===== src/sv/scpu_pkg.sv =====
package scpu_pkg;

  localparam int unsigned DSTACK_DEPTH = 32;
  localparam int unsigned RSTACK_DEPTH = 32;
  localparam int unsigned DPTR_W = $clog2(DSTACK_DEPTH);
  localparam int unsigned RPTR_W = $clog2(RSTACK_DEPTH);
  localparam int unsigned WORD_W = 16;
  localparam int unsigned PTR_OUT_W = 5;
  localparam int unsigned PTR_MAX_W = 8;

  typedef logic [WORD_W-1:0] word_t;
  typedef logic [DPTR_W-1:0] dptr_t;
  typedef logic [RPTR_W-1:0] rptr_t;

  typedef enum logic [1:0] {
    MODE_EXEC = 2'd0,
    MODE_PUSH = 2'd1,
    MODE_POP  = 2'd2
  } mode_e;

  typedef enum logic [1:0] {
    KIND_JUMP  = 2'd0,
    KIND_CJUMP = 2'd1,
    KIND_CALL  = 2'd2,
    KIND_ALU   = 2'd3
  } kind_e;

  typedef enum logic [3:0] {
    OP_T     = 4'h0,
    OP_N     = 4'h1,
    OP_ADD   = 4'h2,
    OP_AND   = 4'h3,
    OP_OR    = 4'h4,
    OP_XOR   = 4'h5,
    OP_INV   = 4'h6,
    OP_EQ    = 4'h7,
    OP_LT    = 4'h8,
    OP_RSH   = 4'h9,
    OP_DEC   = 4'hA,
    OP_R     = 4'hB,
    OP_FETCH = 4'hC,
    OP_LSH   = 4'hD,
    OP_DEPTH = 4'hE,
    OP_ULT   = 4'hF
  } alu_op_e;

  typedef enum logic [1:0] {
    DELTA_NONE = 2'd0,
    DELTA_INC  = 2'd1,
    DELTA_DEC2 = 2'd2,
    DELTA_DEC  = 2'd3
  } delta_e;

  localparam int unsigned LIT_BIT     = 15;
  localparam int unsigned RET_BIT     = 12;
  localparam int unsigned T2N_BIT     = 7;
  localparam int unsigned T2R_BIT     = 6;
  localparam int unsigned STORE_BIT   = 5;
  localparam int unsigned TARGET_W    = 13;
  localparam int unsigned LITERAL_W   = 15;

  typedef struct packed {
    word_t                 next_pc;
    word_t                 top;
    word_t                 read_value;
    logic [PTR_OUT_W-1:0]  data_pointer;
    logic [PTR_OUT_W-1:0]  return_pointer;
    logic                  store_enable;
    word_t                 store_addr;
    word_t                 store_data;
    logic                  halted;
  } result_t;

  // Moves a circular stack pointer by a two-bit delta of 0, +1, -2 or -1.
  function automatic logic [PTR_MAX_W-1:0] ptr_move(logic [PTR_MAX_W-1:0] p,
                                                    logic [1:0] code,
                                                    int unsigned depth);
    logic [PTR_MAX_W-1:0] last;
    logic [PTR_MAX_W-1:0] r;
    last = PTR_MAX_W'(depth - 1);
    unique case (delta_e'(code))
      DELTA_NONE: r = p;
      DELTA_INC:  r = (p == last) ? '0 : p + 1'b1;
      DELTA_DEC2: r = (p >= PTR_MAX_W'(2)) ? p - PTR_MAX_W'(2) : p + PTR_MAX_W'(depth - 2);
      DELTA_DEC:  r = (p == '0) ? last : p - 1'b1;
      default:    r = p;
    endcase
    return r;
  endfunction

endpackage


===== src/sv/scpu_alu.sv =====
module scpu_alu (
  input  scpu_pkg::alu_op_e op_i,
  input  scpu_pkg::word_t   t_i,
  input  scpu_pkg::word_t   n_i,
  input  scpu_pkg::word_t   r_i,
  input  scpu_pkg::word_t   mem_i,
  input  scpu_pkg::dptr_t   dp_i,
  input  scpu_pkg::rptr_t   rp_i,
  output scpu_pkg::word_t   res_o
);
  import scpu_pkg::*;

  word_t depth_word;
  logic  shift_big;

  assign depth_word = (WORD_W'(rp_i) << 8) + WORD_W'(dp_i);
  assign shift_big  = (t_i >= WORD_W'(16));

  always_comb begin
    unique case (op_i)
      OP_T:     res_o = t_i;
      OP_N:     res_o = n_i;
      OP_ADD:   res_o = t_i + n_i;
      OP_AND:   res_o = t_i & n_i;
      OP_OR:    res_o = t_i | n_i;
      OP_XOR:   res_o = t_i ^ n_i;
      OP_INV:   res_o = ~t_i;
      OP_EQ:    res_o = (t_i == n_i) ? '1 : '0;
      OP_LT:    res_o = ($signed(n_i) < $signed(t_i)) ? '1 : '0;
      OP_RSH:   res_o = shift_big ? '0 : (n_i >> t_i[3:0]);
      OP_DEC:   res_o = t_i - 1'b1;
      OP_R:     res_o = r_i;
      OP_FETCH: res_o = mem_i;
      OP_LSH:   res_o = shift_big ? '0 : (n_i << t_i[3:0]);
      OP_DEPTH: res_o = depth_word;
      OP_ULT:   res_o = (n_i < t_i) ? '1 : '0;
      default:  res_o = t_i;
    endcase
  end

endmodule


===== src/sv/scpu_core.sv =====
module scpu_core (
  input  logic              clk_i,
  input  logic              rst_ni,
  input  logic              step_i,
  input  logic [1:0]        mode_i,
  input  scpu_pkg::word_t   insn_i,
  input  scpu_pkg::word_t   fetch_i,
  input  scpu_pkg::word_t   push_i,
  output scpu_pkg::result_t res_o
);
  import scpu_pkg::*;

  word_t top_q, top_d;
  word_t pc_q, pc_d;
  dptr_t dp_q, dp_d;
  rptr_t rp_q, rp_d;
  word_t dstk_q [DSTACK_DEPTH];
  word_t rstk_q [RSTACK_DEPTH];

  logic  dwe, rwe;
  dptr_t dwaddr;
  rptr_t rwaddr;
  word_t dwdata, rwdata;

  word_t n_val, r_val, alu_res, pc_inc, read_val, st_addr, st_data;
  dptr_t dp_inc, dp_dec, dp_alu;
  rptr_t rp_inc, rp_alu;
  logic  st_en, halt;
  logic [PTR_MAX_W-1:0] dp_ext, rp_ext;

  assign n_val  = dstk_q[dp_q];
  assign r_val  = rstk_q[rp_q];
  assign pc_inc = pc_q + 1'b1;
  assign dp_inc = DPTR_W'(ptr_move(PTR_MAX_W'(dp_q), DELTA_INC, DSTACK_DEPTH));
  assign dp_dec = DPTR_W'(ptr_move(PTR_MAX_W'(dp_q), DELTA_DEC, DSTACK_DEPTH));
  assign dp_alu = DPTR_W'(ptr_move(PTR_MAX_W'(dp_q), insn_i[1:0], DSTACK_DEPTH));
  assign rp_inc = RPTR_W'(ptr_move(PTR_MAX_W'(rp_q), DELTA_INC, RSTACK_DEPTH));
  assign rp_alu = RPTR_W'(ptr_move(PTR_MAX_W'(rp_q), insn_i[3:2], RSTACK_DEPTH));

  scpu_alu u_alu (
    .op_i  (alu_op_e'(insn_i[11:8])),
    .t_i   (top_q),
    .n_i   (n_val),
    .r_i   (r_val),
    .mem_i (fetch_i),
    .dp_i  (dp_q),
    .rp_i  (rp_q),
    .res_o (alu_res)
  );

  always_comb begin
    top_d    = top_q;
    pc_d     = pc_q;
    dp_d     = dp_q;
    rp_d     = rp_q;
    dwe      = 1'b0;
    dwaddr   = dp_inc;
    dwdata   = top_q;
    rwe      = 1'b0;
    rwaddr   = rp_inc;
    rwdata   = top_q;
    read_val = '0;
    st_en    = 1'b0;
    st_addr  = '0;
    st_data  = '0;
    halt     = 1'b0;
    unique case (mode_i)
      MODE_EXEC: begin
        pc_d = pc_inc;
        if (insn_i[LIT_BIT]) begin
          dp_d  = dp_inc;
          dwe   = 1'b1;
          top_d = WORD_W'(insn_i[LITERAL_W-1:0]);
        end else begin
          unique case (kind_e'(insn_i[14:13]))
            KIND_JUMP: begin
              pc_d = WORD_W'(insn_i[TARGET_W-1:0]);
            end
            KIND_CJUMP: begin
              top_d = n_val;
              dp_d  = dp_dec;
              if (top_q == '0) begin
                pc_d = WORD_W'(insn_i[TARGET_W-1:0]);
              end
            end
            KIND_CALL: begin
              rp_d   = rp_inc;
              rwe    = 1'b1;
              rwaddr = rp_inc;
              rwdata = {pc_inc[WORD_W-2:0], 1'b0};
              pc_d   = WORD_W'(insn_i[TARGET_W-1:0]);
            end
            KIND_ALU: begin
              if (insn_i[RET_BIT]) begin
                pc_d = {1'b0, r_val[WORD_W-1:1]};
              end
              top_d  = alu_res;
              dp_d   = dp_alu;
              rp_d   = rp_alu;
              dwe    = insn_i[T2N_BIT];
              dwaddr = dp_alu;
              rwe    = insn_i[T2R_BIT];
              rwaddr = rp_alu;
              if (insn_i[STORE_BIT]) begin
                st_en   = 1'b1;
                st_addr = top_q;
                st_data = n_val;
              end
            end
            default: ;
          endcase
        end
        halt = (pc_d == '0);
      end
      MODE_PUSH: begin
        dp_d  = dp_inc;
        dwe   = 1'b1;
        top_d = push_i;
      end
      MODE_POP: begin
        read_val = top_q;
        top_d    = n_val;
        dp_d     = dp_dec;
      end
      default: ;
    endcase
  end

  always_ff @(posedge clk_i or negedge rst_ni) begin
    if (!rst_ni) begin
      top_q <= '0;
      pc_q  <= '1;
      dp_q  <= DPTR_W'(DSTACK_DEPTH - 1);
      rp_q  <= RPTR_W'(RSTACK_DEPTH - 1);
      for (int i = 0; i < DSTACK_DEPTH; i++) begin
        dstk_q[i] <= '0;
      end
      for (int i = 0; i < RSTACK_DEPTH; i++) begin
        rstk_q[i] <= '0;
      end
    end else if (step_i) begin
      top_q <= top_d;
      pc_q  <= pc_d;
      dp_q  <= dp_d;
      rp_q  <= rp_d;
      if (dwe) begin
        dstk_q[dwaddr] <= dwdata;
      end
      if (rwe) begin
        rstk_q[rwaddr] <= rwdata;
      end
    end
  end

  assign dp_ext = PTR_MAX_W'(dp_d);
  assign rp_ext = PTR_MAX_W'(rp_d);

  always_comb begin
    res_o.next_pc        = pc_d;
    res_o.top            = top_d;
    res_o.read_value     = read_val;
    res_o.data_pointer   = dp_ext[PTR_OUT_W-1:0];
    res_o.return_pointer = rp_ext[PTR_OUT_W-1:0];
    res_o.store_enable   = st_en;
    res_o.store_addr     = st_addr;
    res_o.store_data     = st_data;
    res_o.halted         = halt;
  end

endmodule


===== src/sv/stack_cpu_instruction_step.sv =====
// Two-stack 16-bit Forth processor step unit. Each input beat carries one
// instruction (or a push or pop of a full data-stack word) and yields exactly
// one result beat. A new beat can be accepted every cycle while the outputs do
// not stall. A beat waits in the input register while the execute stage works
// on it, and its result is registered in the result register that drives the
// outputs. The input stalls only while the input register holds a beat and the
// result register holds a result that is not being taken. The single execute
// stage that updates the top register, pointers and both 32-entry stacks sets
// the rate of one beat per cycle while the outputs do not stall. The stacks are
// flip-flop arrays cleared by reset, so the block is ready right after reset.
module stack_cpu_instruction_step (
  input  logic        clk_i,
  input  logic        rst_ni,
  input  logic        in_valid_i,
  output logic        in_ready_o,
  input  logic [1:0]  mode_i,
  input  logic [15:0] instruction_i,
  input  logic [15:0] fetch_data_i,
  input  logic [15:0] push_value_i,
  output logic        out_valid_o,
  input  logic        out_ready_i,
  output logic [15:0] next_pc_o,
  output logic [15:0] top_o,
  output logic [15:0] read_value_o,
  output logic [4:0]  data_pointer_o,
  output logic [4:0]  return_pointer_o,
  output logic        store_enable_o,
  output logic [15:0] store_addr_o,
  output logic [15:0] store_data_o,
  output logic        halted_o
);
  import scpu_pkg::*;

  logic       in_vld_q, in_vld_d;
  logic       out_vld_q, out_vld_d;
  logic       in_fire, adv;
  logic [1:0] mode_q;
  word_t      insn_q, fetch_q, push_q;
  result_t    res_d, res_q;

  assign adv        = in_vld_q && (!out_vld_q || out_ready_i);
  assign in_ready_o = !in_vld_q || adv;
  assign in_fire    = in_valid_i && in_ready_o;
  assign in_vld_d   = in_fire ? 1'b1 : (adv ? 1'b0 : in_vld_q);
  assign out_vld_d  = adv ? 1'b1 : (out_ready_i ? 1'b0 : out_vld_q);

  always_ff @(posedge clk_i or negedge rst_ni) begin
    if (!rst_ni) begin
      in_vld_q  <= 1'b0;
      out_vld_q <= 1'b0;
    end else begin
      in_vld_q  <= in_vld_d;
      out_vld_q <= out_vld_d;
    end
  end

  always_ff @(posedge clk_i) begin
    if (in_fire) begin
      mode_q  <= mode_i;
      insn_q  <= instruction_i;
      fetch_q <= fetch_data_i;
      push_q  <= push_value_i;
    end
    if (adv) begin
      res_q <= res_d;
    end
  end

  scpu_core u_core (
    .clk_i   (clk_i),
    .rst_ni  (rst_ni),
    .step_i  (adv),
    .mode_i  (mode_q),
    .insn_i  (insn_q),
    .fetch_i (fetch_q),
    .push_i  (push_q),
    .res_o   (res_d)
  );

  assign out_valid_o      = out_vld_q;
  assign next_pc_o        = res_q.next_pc;
  assign top_o            = res_q.top;
  assign read_value_o     = res_q.read_value;
  assign data_pointer_o   = res_q.data_pointer;
  assign return_pointer_o = res_q.return_pointer;
  assign store_enable_o   = res_q.store_enable;
  assign store_addr_o     = res_q.store_addr;
  assign store_data_o     = res_q.store_data;
  assign halted_o         = res_q.halted;

endmodule


===== config.mk =====
export PLATFORM = sky130hd
export DESIGN_NAME = stack_cpu_instruction_step
export DESIGN_NICKNAME = d
export VERILOG_FILES = /design/src/sv/scpu_pkg.sv /design/src/sv/scpu_alu.sv /design/src/sv/scpu_core.sv /design/src/sv/stack_cpu_instruction_step.sv
export SDC_FILE = /design/constraint.sdc
export NUM_CORES = 2
export LEC_CHECK = 0
export ABC_CLOCK_PERIOD_IN_PS = 5490
export BUFFER_PORTS_ARGS = -buffer_cell sky130_fd_sc_hd__buf_2
export CAP_MARGIN = 20
export CORE_MARGIN = 1
export CORE_UTILIZATION = 55
export DETAILED_ROUTE_END_ITERATION = 16
export GPL_TIMING_DRIVEN = 0
export PLACE_DENSITY = 0.83
export SLEW_MARGIN = 20
export SYNTH_ARGS = -nofsm -noshare
export SYNTH_HDL_FRONTEND = slang
export SYNTH_SLANG_ARGS = --single-unit

===== constraint.sdc =====
create_clock -name clk_i -period 5.49 [get_ports clk_i]
set_clock_uncertainty 0.05 [all_clocks]
set_input_delay 0.2745 -clock clk_i [delete_from_list [all_inputs] [get_ports clk_i]]
set_output_delay 0.2745 -clock clk_i [all_outputs]
set_load 0.1 [all_outputs]

==> results.md <==
* Yosys warning total at 0
* GPL Wtd Cong at 1.04
* Starting density of the core at 55.4%
* Wl on met1 at 81.4 mm
* Slew Limit Headroom at 9.56%
* Commonest cells in the netlist: dfrtp_1, mux2_2, nand2_1
* Crit path buf inv count at 4
* EDFF count, synth at 142
* WP data required at 6.06 ns
* Most used DFF post-synth: dfrtp_1
* Root Driver: clkbuf_16
* WL per Instance at 34.4 um
* Initial antenna violation count at 13
* Synth top area share at 43.2%
* Worst setup path class: reg2reg
* Worst hold path type: in2async
* Crit path DAT at 6.54 ns
* DR vias/cell at 7.04
* Synth Cell Area at 60300 um2
* CTS clk-pin slew, worst paths at 0.06 ns
* First-pass GRT wire length at 325 mm
* CP max-delay cell: dfstp_2
* Initial DRC Count at 6174
* DP Wirelength at 153 mm
* I/O pins at 148
* Synth async-reset ratio at 88.3%
* Worst slew pin tran at 1.36 ns
* Worst flop-to-flop path endpoint: u_core.dwdata[6]
* CTS Buffer Depth at 3
* Worst hold margin at 0.00925 ns
* Largest net degree at the start of global routing at 143
* Met2 WL at 100 mm
* Critical path capture point type: register
* Clock sinks at 1210
* Tot GR Track Use at 40.7%
* CP Cell Sequence: buf_2, clkbuf_2, o221ai_1, a211o_4, a222oi_1, buf_4, buf_6, nand2_4, xnor2_2, nand2_2, ha_4, a21oi_4, o21ai_2, xnor2_2, o211ai_1, a21oi_1, o211ai_1, nor4_4, o22ai_4, mux2_4
* Yosys reg bits at 1210
* Die ar. at 111000 um2
* Vias in the first global route at 46700
* Buffers added on ports at 147
* Layout fillers at 7413
* Top Metal Used: met5
* Largest delay share family, worst path: compound AO/OA/AOI/OAI gates
* Reg2Reg Depth at 20
* TritonCTS clock tree: done
* Netlist cell types at 95
* Gate Count Post-Synth at 4633
* Drt first pass iters at 8
* Ranking of synthesized cells by area: dfrtp_1, mux2_2, mux4_2
* TritonCTS buffer count at 118
* CP max stage delay at 0.67 ns
* Final hold violations at 0
* Min Tclk post-route at 5.97 ns
* RSZ-0062 raised after global routing: true
* Synth Net Count at 4768
* Status: finished with violations
* Post-synth top area cell: dfrtp_1
* Chip height at 333 um
* Crit Path Max Fanout at 10
* Fmax at 167 MHz
* R2R Setup Slk at -0.48 ns
* Max_cap viols at 0
* Finish-stage setup viols at 20
* Multi-input logic area at 28900 um2
* Core area at 109000 um2
* Final Routed Wirelength at 228 mm
* P per Cell Area at 586 nW/um2
* Most common cell in the synthesized netlist: dfrtp_1
* Final WS setup at -0.482 ns
* Horiz. Die Dim at 333 um
* Register area share after synthesis at 51.4%
* Failing checks: negative setup slack
* Setup tns final at -3.89 ns
* Reg area at 31000 um2
* Total gr overflow at 0
* Antenna-violating nets left at 0
* Met3 WL at 27.8 mm
* CTS H-tree depth at 3
* Reg-to-Reg Start: u_core.dp_q[4]
* Cell leakage power at 32.2 nW
* Fin crit share at 109%
* Fin. max-slew vios at 0
* Remaining DRCs at 0
* Row cnt at 121
* Nets at 5238
* Area growth, synth to finish at 18.0%
* Critical Path Source Type: register
* Syn Area/Cell at 13.0 um2
* Layout cell share with drive strength beyond 1 at 40.6%
* Worst skew pair latency at 0.77 ns
* VDD IR max at 497 uV
* Via count at 46600
-- timing repair --
action | in CTS | in global routing
gates cloned | 2 | 0
buffers inserted | 105 | 37
hold buffers | 54 | 0
pin swaps | 85 | 59
endpoints found under the setup margin | 1048 | 592
hold endpoints to repair | 404 | 0
resized for setup | 387 | 148
-- final cells by class --
cell class / count / area share [%]
plain buffers: 383 / 3.24
repair buffers: 366 / 4.22
multi-input cells: 2957 / 40.6
well taps: 1414 / 2.48
clock inverters: 48 / 0.734
inverters: 67 / 0.397
flip-flops and latches: 1210 / 43.6
clock buffers: 170 / 4.75
diodes: 7 / 0.0246
-- flip-flops by register name, indices dropped and copies added, names as in the netlist --
signal            cells
data_pointer_o        5
fetch_q              16
halted_o              1
in_vld_q              1
insn_q               16
mode_q                2
next_pc_o            16
out_valid_o           1
push_q               16
read_value_o         16
return_pointer_o      5
store_addr_o         16
store_data_o         16
store_enable_o        1
top_o                16
u_core.dp_q           5
u_core.dstk_q       512
u_core.dwdata        16
u_core.pc_q          16
u_core.rp_q           5
u_core.rstk_q       512
-- worst reg2reg max path, delay by kind of cell (launching register included) --
| kind | cells | cell delay [ns] |
|---|---|---|
| buffers and inverters | 4 | 1.31 |
| adders and majority gates | 1 | 0.31 |
| xor gates and xnor gates | 2 | 0.30 |
| and+or+nand+nor | 3 | 0.74 |
| DFF | 1 | 0.67 |
| muxes | 1 | 0.29 |
| AOI/OAI and AO/OA | 9 | 2.21 |
-- cell usage in the layout, fill, tap and decap left out, types with 23 or more instances in the layout --
cell / count
a221oi_1: 29
buf_4: 130
nor3_1: 24
buf_6: 32
mux4_2: 249
buf_12: 24
o21ai_0: 174
ha_1: 61
o221ai_1: 29
inv_1: 47
o211ai_1: 27
mux2i_1: 85
buf_16: 23
a22o_1: 27
mux2_2: 938
clkbuf_2: 40
and2_1: 29
edfxtp_1: 142
clkbuf_16: 121
nor2_2: 26
dfstp_2: 26
nor2_1: 205
o22ai_1: 29
nand3_1: 46
buf_2: 181
clkbuf_1: 253
clkbuf_8: 24
nand2_1: 318
a21oi_1: 122
xnor2_1: 27
dlygate4sd3_1: 54
dfrtp_1: 1042
-- where the power goes --
group	leakage, nW	switching, mW	internal, mW	total, mW
Combinational	14.3	13.1	8.26	21.4
Clock	1.91	3.66	4.58	8.23
Sequential	16.0	1.24	10.9	12.1
-- per-layer routing --
layer	GRT usage, %	vias to the layer above
met3	12.7	1016
met2	60.5	3498
met4	26.3	14
met1	51.6	24000
li1	-	18100
met5	0.130	-
-- cell families after synthesis --
group           count (synthesis)  share of synthesized area, %
mux                          1306                          29.1
flops                        1210                          51.4
simple gates                  853                          6.48
compound gates                669                          7.30
buf+inv                       466                          3.32
fa+ha+maj                      81                          1.69
xor+xnor                       48                         0.709
-- through the flow --
stage | util, % | total power, mW | setup WS, ns | cells | instance area [um2]
after floorplan | - | 22.1 | 0.195 | 4633 | 60300
after global placement | 57.7 | 28.0 | -18.46 | 6194 | 62800
after detailed placement | 58.2 | 28.3 | -2.79 | 6215 | 63300
after CTS | 64.6 | 39.5 | -0.296 | 6578 | 70300
after global routing | 65.4 | 42.5 | -0.446 | 6615 | 71200
final | 65.4 | 41.7 | -0.482 | 6622 | 71200
-- how the worst max path moves through the flow --
stage / slack [ns] / from / end / depth (start not counted)
CTS: -0.30 / u_core.rp_q[2] / u_core.rstk_q[280] / 13
global placement: -18.46 / rst_ni / u_core.rstk_q[322] / 1
global route: -0.45 / u_core.dp_q[1] / u_core.dwdata[6] / 22
floorplan: 0.19 / u_core.dp_q[1] / top_o[15] / 21
finish: -0.48 / u_core.dp_q[4] / u_core.dwdata[6] / 20
detailed placement: -2.79 / u_core.dp_q[1] / top_o[5] / 22
No activity file was read; power rests on OpenSTA's default activity.
